File: src/rtl/lgs_pkg.sv
// ----------------------------------------------------------------------------
// lgs_pkg: shared types and constants for the life generation step block
// Item layouts, command codes, register indexes and rule constants.
// ----------------------------------------------------------------------------
package lgs_pkg;

  localparam int DATA_W       = 64;  // row word width on the ports
  localparam int IDX_W        = 6;   // row index width on the ports
  localparam int CFG_W        = 7;   // configuration register width
  localparam int CFG_IDX_W    = 1;   // configuration register index width
  localparam int MAX_ROWS_DEF = 64;
  localparam int MAX_COLS_DEF = 64;

  // B3/S23 neighbor counts
  localparam logic [3:0] BIRTH_CNT   = 4'd3;
  localparam logic [3:0] SURVIVE_CNT = 4'd2;

  typedef enum logic [1:0] {
    MODE_LOAD = 2'd0,
    MODE_STEP = 2'd1,
    MODE_READ = 2'd2
  } mode_e;

  typedef enum logic [CFG_IDX_W-1:0] {
    REG_ROWS_IN_USE = 1'b0,
    REG_COLS_IN_USE = 1'b1
  } reg_idx_e;

  typedef struct packed {
    logic [1:0]        mode;
    logic [IDX_W-1:0]  row_index;
    logic [DATA_W-1:0] row_bits;
  } in_item_t;

  typedef struct packed {
    logic [IDX_W-1:0]  read_row;
    logic [DATA_W-1:0] cell_bits;
  } out_item_t;

  // per-row cell control
  typedef struct packed {
    logic shift;
    logic load;
  } cell_ctrl_t;

endpackage

File: src/rtl/lgs_row_cell.sv
// ----------------------------------------------------------------------------
// lgs_row_cell: one board row of the cell chain
// Holds a row of cells; loads it or takes its neighbor's row on a shift.
// ----------------------------------------------------------------------------
module lgs_row_cell #(
  parameter int MAX_COLS = lgs_pkg::MAX_COLS_DEF
) (
  input  logic                clk_i,
  input  logic                rst_ni,
  input  lgs_pkg::cell_ctrl_t ctrl_i,
  input  logic [MAX_COLS-1:0] load_bits_i,
  input  logic [MAX_COLS-1:0] next_bits_i,
  output logic [MAX_COLS-1:0] row_o
);
  import lgs_pkg::*;

  logic [MAX_COLS-1:0] row_q, row_d;

  always_comb begin
    row_d = row_q;
    if (ctrl_i.shift) begin
      row_d = next_bits_i;
    end else if (ctrl_i.load) begin
      row_d = load_bits_i;
    end
  end

  always_ff @(posedge clk_i or negedge rst_ni) begin
    if (!rst_ni) begin
      row_q <= '0;
    end else begin
      row_q <= row_d;
    end
  end

  assign row_o = row_q;

endmodule

File: config.mk
export PLATFORM = sky130hd
export DESIGN_NAME = lgs_row_cell
export DESIGN_NICKNAME = d
export VERILOG_FILES = /design/src/rtl/lgs_pkg.sv /design/src/rtl/lgs_row_cell.sv
export SDC_FILE = /design/constraint.sdc
export NUM_CORES = 1
export LEC_CHECK = 0
export BUFFER_PORTS_ARGS = -buffer_cell sky130_fd_sc_hd__clkbuf_2
export CORE_AREA = 8 8 98 100
export DETAILED_ROUTE_END_ITERATION = 16
export DIE_AREA = 0 0 106 108
export GPL_ROUTABILITY_DRIVEN = 0
export PLACE_DENSITY_LB_ADDON = 0.1
export SLEW_MARGIN = 20
export SYNTH_ARGS = -nofsm -noshare
export SYNTH_HDL_FRONTEND = slang
export SYNTH_SLANG_ARGS = --single-unit
File: constraint.sdc
create_clock -name clk_i -period 0.8 [get_ports clk_i]
set_clock_uncertainty 0.05 [all_clocks]
set_input_delay 0.16 -clock clk_i [delete_from_list [all_inputs] [get_ports clk_i]]
set_output_delay 0.16 -clock clk_i [all_outputs]
set_load 0.01 [all_outputs]
# Word level (Yosys, flattened, before mapping)
# Cells that the tools add are included.
# classes
mux,2
reduce_logical,1
# op_table
cell,n
64-bit 2-to-1 mux,2
2-bit nonzero test,1
# word_totals
reg_bits,64
input_bits,132
output_inout_bits,64
word_cells,4

# Longest topological paths before layout
# depth
ltp_word,2
depth_mapped,4
depth_no_buf,2

# Worst setup path after synthesis
# No wires, ideal clock.
# synth_timing
path_kind,input-to-reg
from,in ctrl_i[0] (netlist bit)
to,reg row_q[10] (netlist: row_o[10])
setup_time_ns,0.132
arrival_time_ns,0.707
required_time_ns,0.618
slack_ns,-0.089
stages,4
path_buffers,2
cell_sequence,buf_6 > buf_8 > mux2i_1 > o21ai_1
# synth_between
elab_chain_len,1
# synth_rtl
element,line,source
"start, declared",lgs_row_cell.sv:10,"input lgs_pkg::cell_ctrl_t ctrl_i,"
2-bit nonzero test (no source line),n/a,
"end signal, assigned",lgs_row_cell.sv:32,row_q <= row_d;
"end, declared",lgs_row_cell.sv:17,"logic [MAX_COLS-1:0] row_q, row_d;"
# Every way passes these cells.
# A chain may end at the register's enable or synchronous reset.

# Worst setup path in the final report
# layout_timing
from,reg row_q[2] (netlist: row_o[2])
to,out row_o[2]
# layout_rtl
element,line,source
"end, declared",lgs_row_cell.sv:13,output logic [MAX_COLS-1:0] row_o
# No word-level cell between the ends.

==> impl_results.md <==
* PD cells at 1680 nW/um2
* Grt ovf at 0
* First-pass GRT wire length at around 16,000 um
* Worst Setup End Kind: output port
* Worst flop-to-flop path endpoint: row_o[43]
* Ys Warns at 0
* Worst Slack Setup Final at -0.275 ns
* Number of global-route vias before repair at 3,284
* Fmax achieved at 0.930 GHz
* Total vias in the final route at 3,005
* Dominant cells by area after synthesis: dfrtp_1 (54%), mux2i_1 (22%), o21ai_1 (10%), nand2_1 (8.1%), buf_8 (3.0%)
* Worst min-delay path class: in -> reg
* Cell variety after synth at 10
* Crit-path cells: clkbuf_2
* Clk pin slew, worst setup/hold paths at 0.07 ns
* Leakage power total at 2.74 nW
* Clk_lat worst skew at 0.33 ns
* Largest family of logic cells by synthesized area: multiplexers
* Starting Density at 0.368
* Area of the multi-input gates at 1200 um2
* Post-route ant nets at 0
* Post-synthesis mux area share at 0.216
* Adder-Cell Fraction of Synth Area at 0
* GRT Overall Usage at 0.172
* Final Non-Filler Cells at 663
* Num CTS Buffers at 9
* Fin util at 0.631
* R2R cell count at 4
* Hold Path Sink: row_o[32]
* Filler cells at 693
* WP buf/inv at 1
* FF-to-FF setup slack at -0.20 ns
* Worst path top cell family by delay: flip-flops
* Max-cap viol count at 0
* Hold wc startpoint: next_bits_i[32]
* Clock Tree Buf Depth at 2
* Worst rel slew slack at 0.850
* # DRC at 0
* Post-Synth XOR/XNOR Area at 0
* Root Buffer: clkbuf_8
* Register Area at 1600 um2
* Drt total wl at slightly below 10,000 um
* Die Y at roughly 110 um
* Core Rows at 33
* Peak VDD IR at 975 uV
* Max FO, Critical Path at 2
* Final Hold Slack at between 0.015 and 0.02 ns
* Largest net degree at the start of global routing at 57
* Fin nets at 685
* Required time of the critical path at 0.59 ns
* Avg Cell Area, Syn at roughly 11 um2
* Diodes inserted at 0
* Syn Std Cell Area at 2970 um2
* TritonCTS clock tree: yes
* H-tree levels at 3
* Crit path time final at 1.08 ns
* Area share of and/or/nand/nor cells after synthesis at 0.0810
* Cells after DPL at 565
* Core ar. at slightly above 8000 um2
* RSZ-0062 raised after global routing: yes
* DRT Pass-1 Iters at 4
* Worst Hold Depth at 3
* Crit path depth at 1
* Status: finished with violations
* Final Slew Violations at 0
* Yosys reg bits at 64
* Share of cells above drive strength 1 at 0.432
* Failing checks: negative setup slack
* Die outline area at 11,400 um2
* CP Launch Type: flop
* Final Setup Violations at 86
* Final Hold Vio Count at 0
* Clock sink count at 64
* Max reg flops at 64
* Slowest stage delay, CP at 0.39 ns
* Syn_nets at 409
* Setup Crit Path Kind: reg -> out
* Yosys top cell by area: dfrtp_1
* Area grow syn2layout at 71.4%
* Reg2reg start: row_o[43]
* Measured slew at the worst slew-check pin at 0.225 ns
* Period utilization at 1.34
* Complex-gate fraction of the synthesized area at 0.108
* Top Ports at 196
* Initial antenna violation count at 0
* CP arrival at a little under 0.9 ns
* DRT iter0 DRCs at 69
* Synth Instances at approximately 280
* Vias per cell at 4.53
* Critical-path top delay cell: dfrtp_1
* Port bufs at roughly 200
* DP HPWL at 7080 um
* Area share of the largest cell type after synthesis at 0.540
* Wire per inst at about 15 um
* Die W at 106 um
* Register area share after synthesis at 0.540
[tightest hold or removal path: stages]
cell and delay (ns):
clkbuf_2 0.08, nand2_1 0.04, o21ai_1 0.06
[cells in the final DEF (no fill, tap or decap)]
cell,instances
buf_12,7
buf_2,6
buf_4,24
buf_6,9
bufinv_16,1
clkbuf_1,2
clkbuf_2,181
clkbuf_8,11
clkinv_2,2
dfrtp_1,64
dlygate4sd3_1,59
mux2i_1,64
nand2_1,64
o21ai_0,1
o21ai_1,63
[through the flow]
step           total power [mW]  cell area (um2)  setup WS [ns]  setup TNS (ns)
2_1_floorplan              4.52             2970        -0.0463           -2.69
3_3_place_gp               5.36             4070         -0.197          -10.32
4_1_cts                    8.52             4930         -0.290          -18.11
5_1_grt                    9.03             5080         -0.324          -22.68
3_5_place_dp               5.39             4070         -0.225          -11.35
6_report                   8.54             5080         -0.275          -17.84
[synth_stat cells]
cell / count
buf_8: 6
dfrtp_1: 64
buf_6: 1
o21ai_1: 60
mux2i_1: 64
o21ai_0: 4
buf_4: 1
nand2_1: 64
clkbuf_1: 9
buf_2: 4
[cells by family (layout without fill, tap and decap cells)]
| group | Yosys count | in the layout |
|---|---|---|
| AOI/OAI and AO/OA | 64 | 64 |
| muxes | 64 | 64 |
| DFF | 64 | 64 |
| and+or+nand+nor | 64 | 64 |
| buffers and inverters | 21 | 302 |
[metal layers]
metal / wire length, um / vias up / track usage / part of all wire
met3: 619 / 11 / 0.0601 / 0.062
li1: - / 1499 / - / -
met2: 5330 / 103 / 0.317 / 0.54
met5: 0 / - / 0 / 0
met1: 3870 / 1392 / 0.181 / 0.39
met4: 126 / 0 / 0.0503 / 0.013
[timing repair]
action,4_1_cts,5_1_grt
hold buffers,59,0
resized for setup,0,23
pin swaps,0,5
endpoints found under the hold margin,122,0
endpoints found under the setup margin,64,102
buffers inserted,9,17
[worst max-delay path by stage]
stage	start	end	slack, ns
floorplan	ctrl_i[0]	row_o[10]	-0.05
global placement	ctrl_i[0]	row_o[63]	-0.20
detailed placement	ctrl_i[0]	row_o[63]	-0.22
CTS	row_o[33]	row_o[33]	-0.29
global route	row_o[18]	row_o[18]	-0.32
finish	row_o[2]	row_o[2]	-0.28
[report_power, final]
group          switching, mW  total [mW]  internal, mW
logic                  0.908        2.04          1.14
registers              0.170        3.71          3.54
clock network           1.18        2.79          1.60
total                   2.26        8.54          6.28
[layout make-up]
type	count	share of cell area
tap	105	0.0259
multi-input combinational	192	0.236
clock buffer	13	0.0313
sequential	64	0.315
timing repair buffer	286	0.383
clock inverter	3	0.00788
(Power assumes the default switching activity.)
