[src/rtl/lgs_pkg.sv]
// ----------------------------------------------------------------------------
// lgs_pkg: shared types and constants for the life generation step block
// Item layouts, command codes, register indexes and rule constants.
// ----------------------------------------------------------------------------
package lgs_pkg;

  localparam int DATA_W       = 64;  // row word width on the ports
  localparam int IDX_W        = 6;   // row index width on the ports
  localparam int CFG_W        = 7;   // configuration register width
  localparam int CFG_IDX_W    = 1;   // configuration register index width
  localparam int MAX_ROWS_DEF = 64;
  localparam int MAX_COLS_DEF = 64;

  // B3/S23 neighbor counts
  localparam logic [3:0] BIRTH_CNT   = 4'd3;
  localparam logic [3:0] SURVIVE_CNT = 4'd2;

  typedef enum logic [1:0] {
    MODE_LOAD = 2'd0,
    MODE_STEP = 2'd1,
    MODE_READ = 2'd2
  } mode_e;

  typedef enum logic [CFG_IDX_W-1:0] {
    REG_ROWS_IN_USE = 1'b0,
    REG_COLS_IN_USE = 1'b1
  } reg_idx_e;

  typedef struct packed {
    logic [1:0]        mode;
    logic [IDX_W-1:0]  row_index;
    logic [DATA_W-1:0] row_bits;
  } in_item_t;

  typedef struct packed {
    logic [IDX_W-1:0]  read_row;
    logic [DATA_W-1:0] cell_bits;
  } out_item_t;

  // per-row cell control
  typedef struct packed {
    logic shift;
    logic load;
  } cell_ctrl_t;

endpackage

[src/rtl/lgs_rule_unit.sv]
// ----------------------------------------------------------------------------
// lgs_rule_unit: B3/S23 update of one row
// Counts the eight neighbors of each column from a three-row window.
// ----------------------------------------------------------------------------
module lgs_rule_unit #(
  parameter int MAX_COLS = lgs_pkg::MAX_COLS_DEF
) (
  input  logic [MAX_COLS-1:0] up_i,
  input  logic [MAX_COLS-1:0] mid_i,
  input  logic [MAX_COLS-1:0] down_i,
  input  logic [MAX_COLS-1:0] col_mask_i,
  output logic [MAX_COLS-1:0] row_o
);
  import lgs_pkg::*;

  // one dead column padded at each side
  logic [MAX_COLS+1:0] up_x, mid_x, down_x;

  assign up_x   = {1'b0, up_i, 1'b0};
  assign mid_x  = {1'b0, mid_i, 1'b0};
  assign down_x = {1'b0, down_i, 1'b0};

  always_comb begin
    logic [3:0] n;
    for (int c = 0; c < MAX_COLS; c++) begin
      n = 4'(up_x[c]) + 4'(up_x[c+1]) + 4'(up_x[c+2])
        + 4'(mid_x[c]) + 4'(mid_x[c+2])
        + 4'(down_x[c]) + 4'(down_x[c+1]) + 4'(down_x[c+2]);
      row_o[c] = col_mask_i[c] & ((n == BIRTH_CNT) | (mid_i[c] & (n == SURVIVE_CNT)));
    end
  end

endmodule
[config.mk]
export PLATFORM = sky130hd
export DESIGN_NAME = lgs_rule_unit
export DESIGN_NICKNAME = d
export VERILOG_FILES = /design/src/rtl/lgs_pkg.sv /design/src/rtl/lgs_rule_unit.sv
export SDC_FILE = /design/constraint.sdc
export NUM_CORES = 1
export LEC_CHECK = 0
export BUFFER_PORTS_ARGS = -buffer_cell sky130_fd_sc_hd__buf_2
export CORE_ASPECT_RATIO = 1.25
export CORE_MARGIN = 5
export CORE_UTILIZATION = 50
export DETAILED_ROUTE_END_ITERATION = 12
export PLACE_DENSITY = 0.78
export SYNTH_ARGS = -nofsm -noshare
export SYNTH_HDL_FRONTEND = slang
export SYNTH_SLANG_ARGS = --single-unit
export TNS_END_PERCENT = 10
[constraint.sdc]
create_clock -name vclk -period 9.4
set_clock_uncertainty 0.1 [all_clocks]
set_input_delay 1.88 -clock vclk [all_inputs]
set_output_delay 1.88 -clock vclk [all_outputs]
set_load 0.01 [all_outputs]
Yosys cells after proc, flatten, opt, wreduce, memory -nomap -nowiden
Index checks and enable logic that the tools add are counted.

Register bits after elaboration: 0. Latch bits: 0. RAM bits: 0. Bits in read-only memories: 0. Output and inout port bits: 64. Logic and storage cells: 761. Memories: 0.

Add/sub/neg operators: 441. Multiply operators: 0. Divide/modulo/power cells: 0. Order comparisons: 0. Equal/unequal tests: 128. Shift operators: 0. Multiplexer cells: 0. Bitwise operators: 192. Reduce and logical (&&, ||, !) cells: 0.

Operators by type and width (number): $add 4x1->4 (252); $eq 4x2->1 const B (128); $add 3x1->4 (63); $add 2x1->3 (63); $and 1x1->1 (128); $add 1x1->2 (63); $or 1x1->1 (64).

Longest topological paths before layout
Depth in word-level cells: 11. Mapped depth: 10. Mapped depth without buffers: 10.

Worst setup path before layout
Ideal clock, no wire load.

Kind: input port to output port. From: input port up_i[19]. To: output port row_o[20]. Arrival: 4485 ps. Setup slack: 2935 ps. Cell stages on the path: 9. Path buffers: 0. Cells stage by stage: inv_1 fa_1 fa_1 fa_1 inv_1 ha_1 fa_1 or2_2 a21oi_1.

Cells in the longest elaborated chain, start to end: 11. Elaborated cells on any way between the ends: 12. Those cells by class: add/sub: 7; eq/ne: 2; bitwise: 3.

Ends and longest elaborated chain: start, declared (RTL line lgs_rule_unit.sv:8) `input logic [MAX_COLS-1:0] up_i,`; $add 1x1->2 (*) (RTL line lgs_rule_unit.sv:26) `n = 4'(up_x[c]) + 4'(up_x[c+1]) + 4'(up_x[c+2])`; $add 2x1->3 (*) (RTL line lgs_rule_unit.sv:26); $add 3x1->4 (*) (RTL line lgs_rule_unit.sv:27) `+ 4'(mid_x[c]) + 4'(mid_x[c+2])`; $add 4x1->4 (*) (RTL line lgs_rule_unit.sv:27); $add 4x1->4 (*) (3 in a row) (RTL line lgs_rule_unit.sv:28) `+ 4'(down_x[c]) + 4'(down_x[c+1]) + 4'(down_x[c+2]);`; $eq 4x2->1 (RTL line lgs_rule_unit.sv:29) `row_o[c] = col_mask_i[c] & ((n == BIRTH_CNT) | (mid_i[c] & (n == SURVIVE_CNT)));`; $and 1x1->1 (RTL line lgs_rule_unit.sv:29); $or 1x1->1 (*) (RTL line lgs_rule_unit.sv:29); $and 1x1->1 (*) (RTL line lgs_rule_unit.sv:29); end, declared (RTL line lgs_rule_unit.sv:12) `output logic [MAX_COLS-1:0] row_o`.

Mark *: on every way between the ends. The rest lies on a longest branch, timed or not.

Final worst setup path
From: input port up_i[29]. To: output port row_o[30].

Same word-level chain as after synthesis.

==> flow_summary.json <==
{
  "start_util": 0.5075,
  "worstMarginPinSlew_ns": 0.3357,
  "max_cap_viol_count": 0,
  "p_leak_nw": 7.512,
  "end_kind": "output pin",
  "grt_pass1_vias": 9949,
  "firstDrtPassIters": 4,
  "die_w_um": 142.0,
  "syn_nets": 1894,
  "place.gp.congestion": 0.8550,
  "worst-path-buf-inv": 4,
  "ys_types": 19,
  "cts_hold_buf": 0,
  "place_inst": 1797,
  "fillers": 1843,
  "port_buffers": 320,
  "grt_use_total": 0.1953,
  "final_cell_mix": "inv_1, buf_2, fa_1, ha_1, a21oi_1",
  "tns_ns": 0,
  "stdcell_count": 1798,
  "startpoint": "up_i[29]",
  "dieHeight_um": 175.1,
  "final_common_cell": "inv_1",
  "wl_met2_um": 12000,
  "path_cells": "buf_2 -> inv_1 -> fa_1 -> fa_1 -> fa_1 -> inv_1 -> ha_1 -> fa_1 -> or2_2 -> a21oi_1 -> buf_2",
  "powerDensity_mw_per_mm2": 97.03,
  "core.rowCount": 60,
  "multiInputGateArea_mm2": 0.009234,
  "setup_viol": 0,
  "hold_path_end": "row_o[63]",
  "ant_nets": 0,
  "fin_nets": 2216,
  "io_pins": 320,
  "wl_per_cell_um": 12.96,
  "nClkBuffers": 0,
  "antenna_found_initial": 6,
  "crit_top_cell": "fa_1",
  "cp.required_ns": 7.42,
  "ir_drop_uv": 51.96,
  "final_max_slew_viol_count": 0,
  "avgViaCountPerCell": 4.838,
  "yosysWarnings": 0,
  "drive_above_1_share": 0.2319,
  "critPathSlowestCell": "fa_1",
  "dr.max_layer_used": "met5",
  "area_growth_pct": 17.92,
  "relSlewSlack": 0.7758,
  "met3_length_um": 1813,
  "rsz0062_at_grt": "no",
  "drt_iter0_drc": 187,
  "cts_resized": 0,
  "avgSynthCellArea_um2": 9.096,
  "m1WireLength_um": 9190,
  "fin_crit_ns": 6.892,
  "grt_max_degree": 4,
  "slowest_delay_ns": 0.56,
  "postCtsSetupRepairBufs": 0,
  "route.detailed.drc": 0,
  "critPathKind": "input port to output pin",
  "via_count": 8698,
  "seqCellArea_um2": 0,
  "dp_hpwl_um": 22800,
  "seq_cell_count": 0,
  "hp-class": "input port to output pin",
  "crit_fanout": 2,
  "outcome": "complete, no violations",
  "netlist_instances": 1198,
  "grt_overflow": 0,
  "dieArea_mm2": 0.02486,
  "crit_arrival_ns": 4.91,
  "yosysSeqAreaShare": 0,
  "path_delay_family": "adder cells",
  "fin_crit_sh": 0.7332,
  "syn_area_mm2": 0.01090,
  "min-delay-start": "col_mask_i[63]",
  "coreArea_mm2": 0.02147,
  "wl_um": 23310,
  "grt_pass1_wl_um": 41950,
  "finalHoldViolCount": 0,
  "fmax_mhz": 145.1,
  "worst_setup_path_start_kind": "input port",
  "hold_depth": 4
}
[stage by stage]
| stage | power (mW) | util | hold WS (ns) | area [um2] | setup WS, ns |
|---|---|---|---|---|---|
| after CTS | 1.272 | 0.5984 | 3.970 | 12850 | 2.471 |
| after global placement | 1.189 | 0.5984 | 3.965 | 12850 | 2.493 |
| final | 1.247 | 0.5985 | 3.966 | 12850 | 2.508 |
| after global routing | 1.496 | 0.5984 | 4.004 | 12850 | 2.406 |
| after detailed placement | 1.258 | 0.5984 | 3.972 | 12850 | 2.502 |
| after floorplan | 0.9106 | - | 3.758 | 10900 | 2.935 |
[synthesized netlist by cell type]
cell type  count  area, um2
nor2b_2        1      8.760
ha_1         188       2352
a21oi_1      115      575.6
o2111ai_1      7      61.31
a211oi_1       1      7.510
nand3b_1       7      52.55
or2_2         30      187.7
nand3_1       54      270.3
or2_1          8      50.05
nand2_1        9      33.78
o211ai_1      54      405.4
inv_1        443       1663
nand2b_1       8      50.05
fa_1         252       5045
a2111oi_2      1      15.01
or2_0         16      100.1
nor3_1         1      5.000
a31oi_1        1      6.260
nor2_1         2      7.510
[logic make-up (layout without fill, tap and decap cells)]
kind of cell	after synthesis	after routing	share of synthesized area
buffers and inverters	443	763	0.1526
adder cells (fa/ha/maj)	440	440	0.6788
AO/OA/AOI/OAI	179	179	0.09829
AND/OR/NAND/NOR	136	136	0.07027
other	0	1	0
[cell type report]
type               instances  share of cell area
diodes                     1           0.0001947
inverters                443              0.1294
multi-input cells        755              0.7186
well taps                279             0.02717
repair buffers           320              0.1246
[power breakdown]
part	switching, mW	internal (mW)
clock	0	0.0000000143
combinational	0.671	0.576
sequential	0	0
total	0.671	0.576
[metal layers]
metal	track usage	vias up
met1	0.2418	4103
met3	0.03559	30
met2	0.3659	250
met5	0	-
met4	0.01520	12
li1	-	4303
[how the worst max path moves through the flow]
stage	to	depth (start not counted)
finish	row_o[30]	11
CTS	row_o[30]	11
global route	row_o[30]	11
detailed placement	row_o[30]	11
floorplan	row_o[20]	9
global placement	row_o[30]	11
Note: power is estimated with default switching activity, not from simulation.
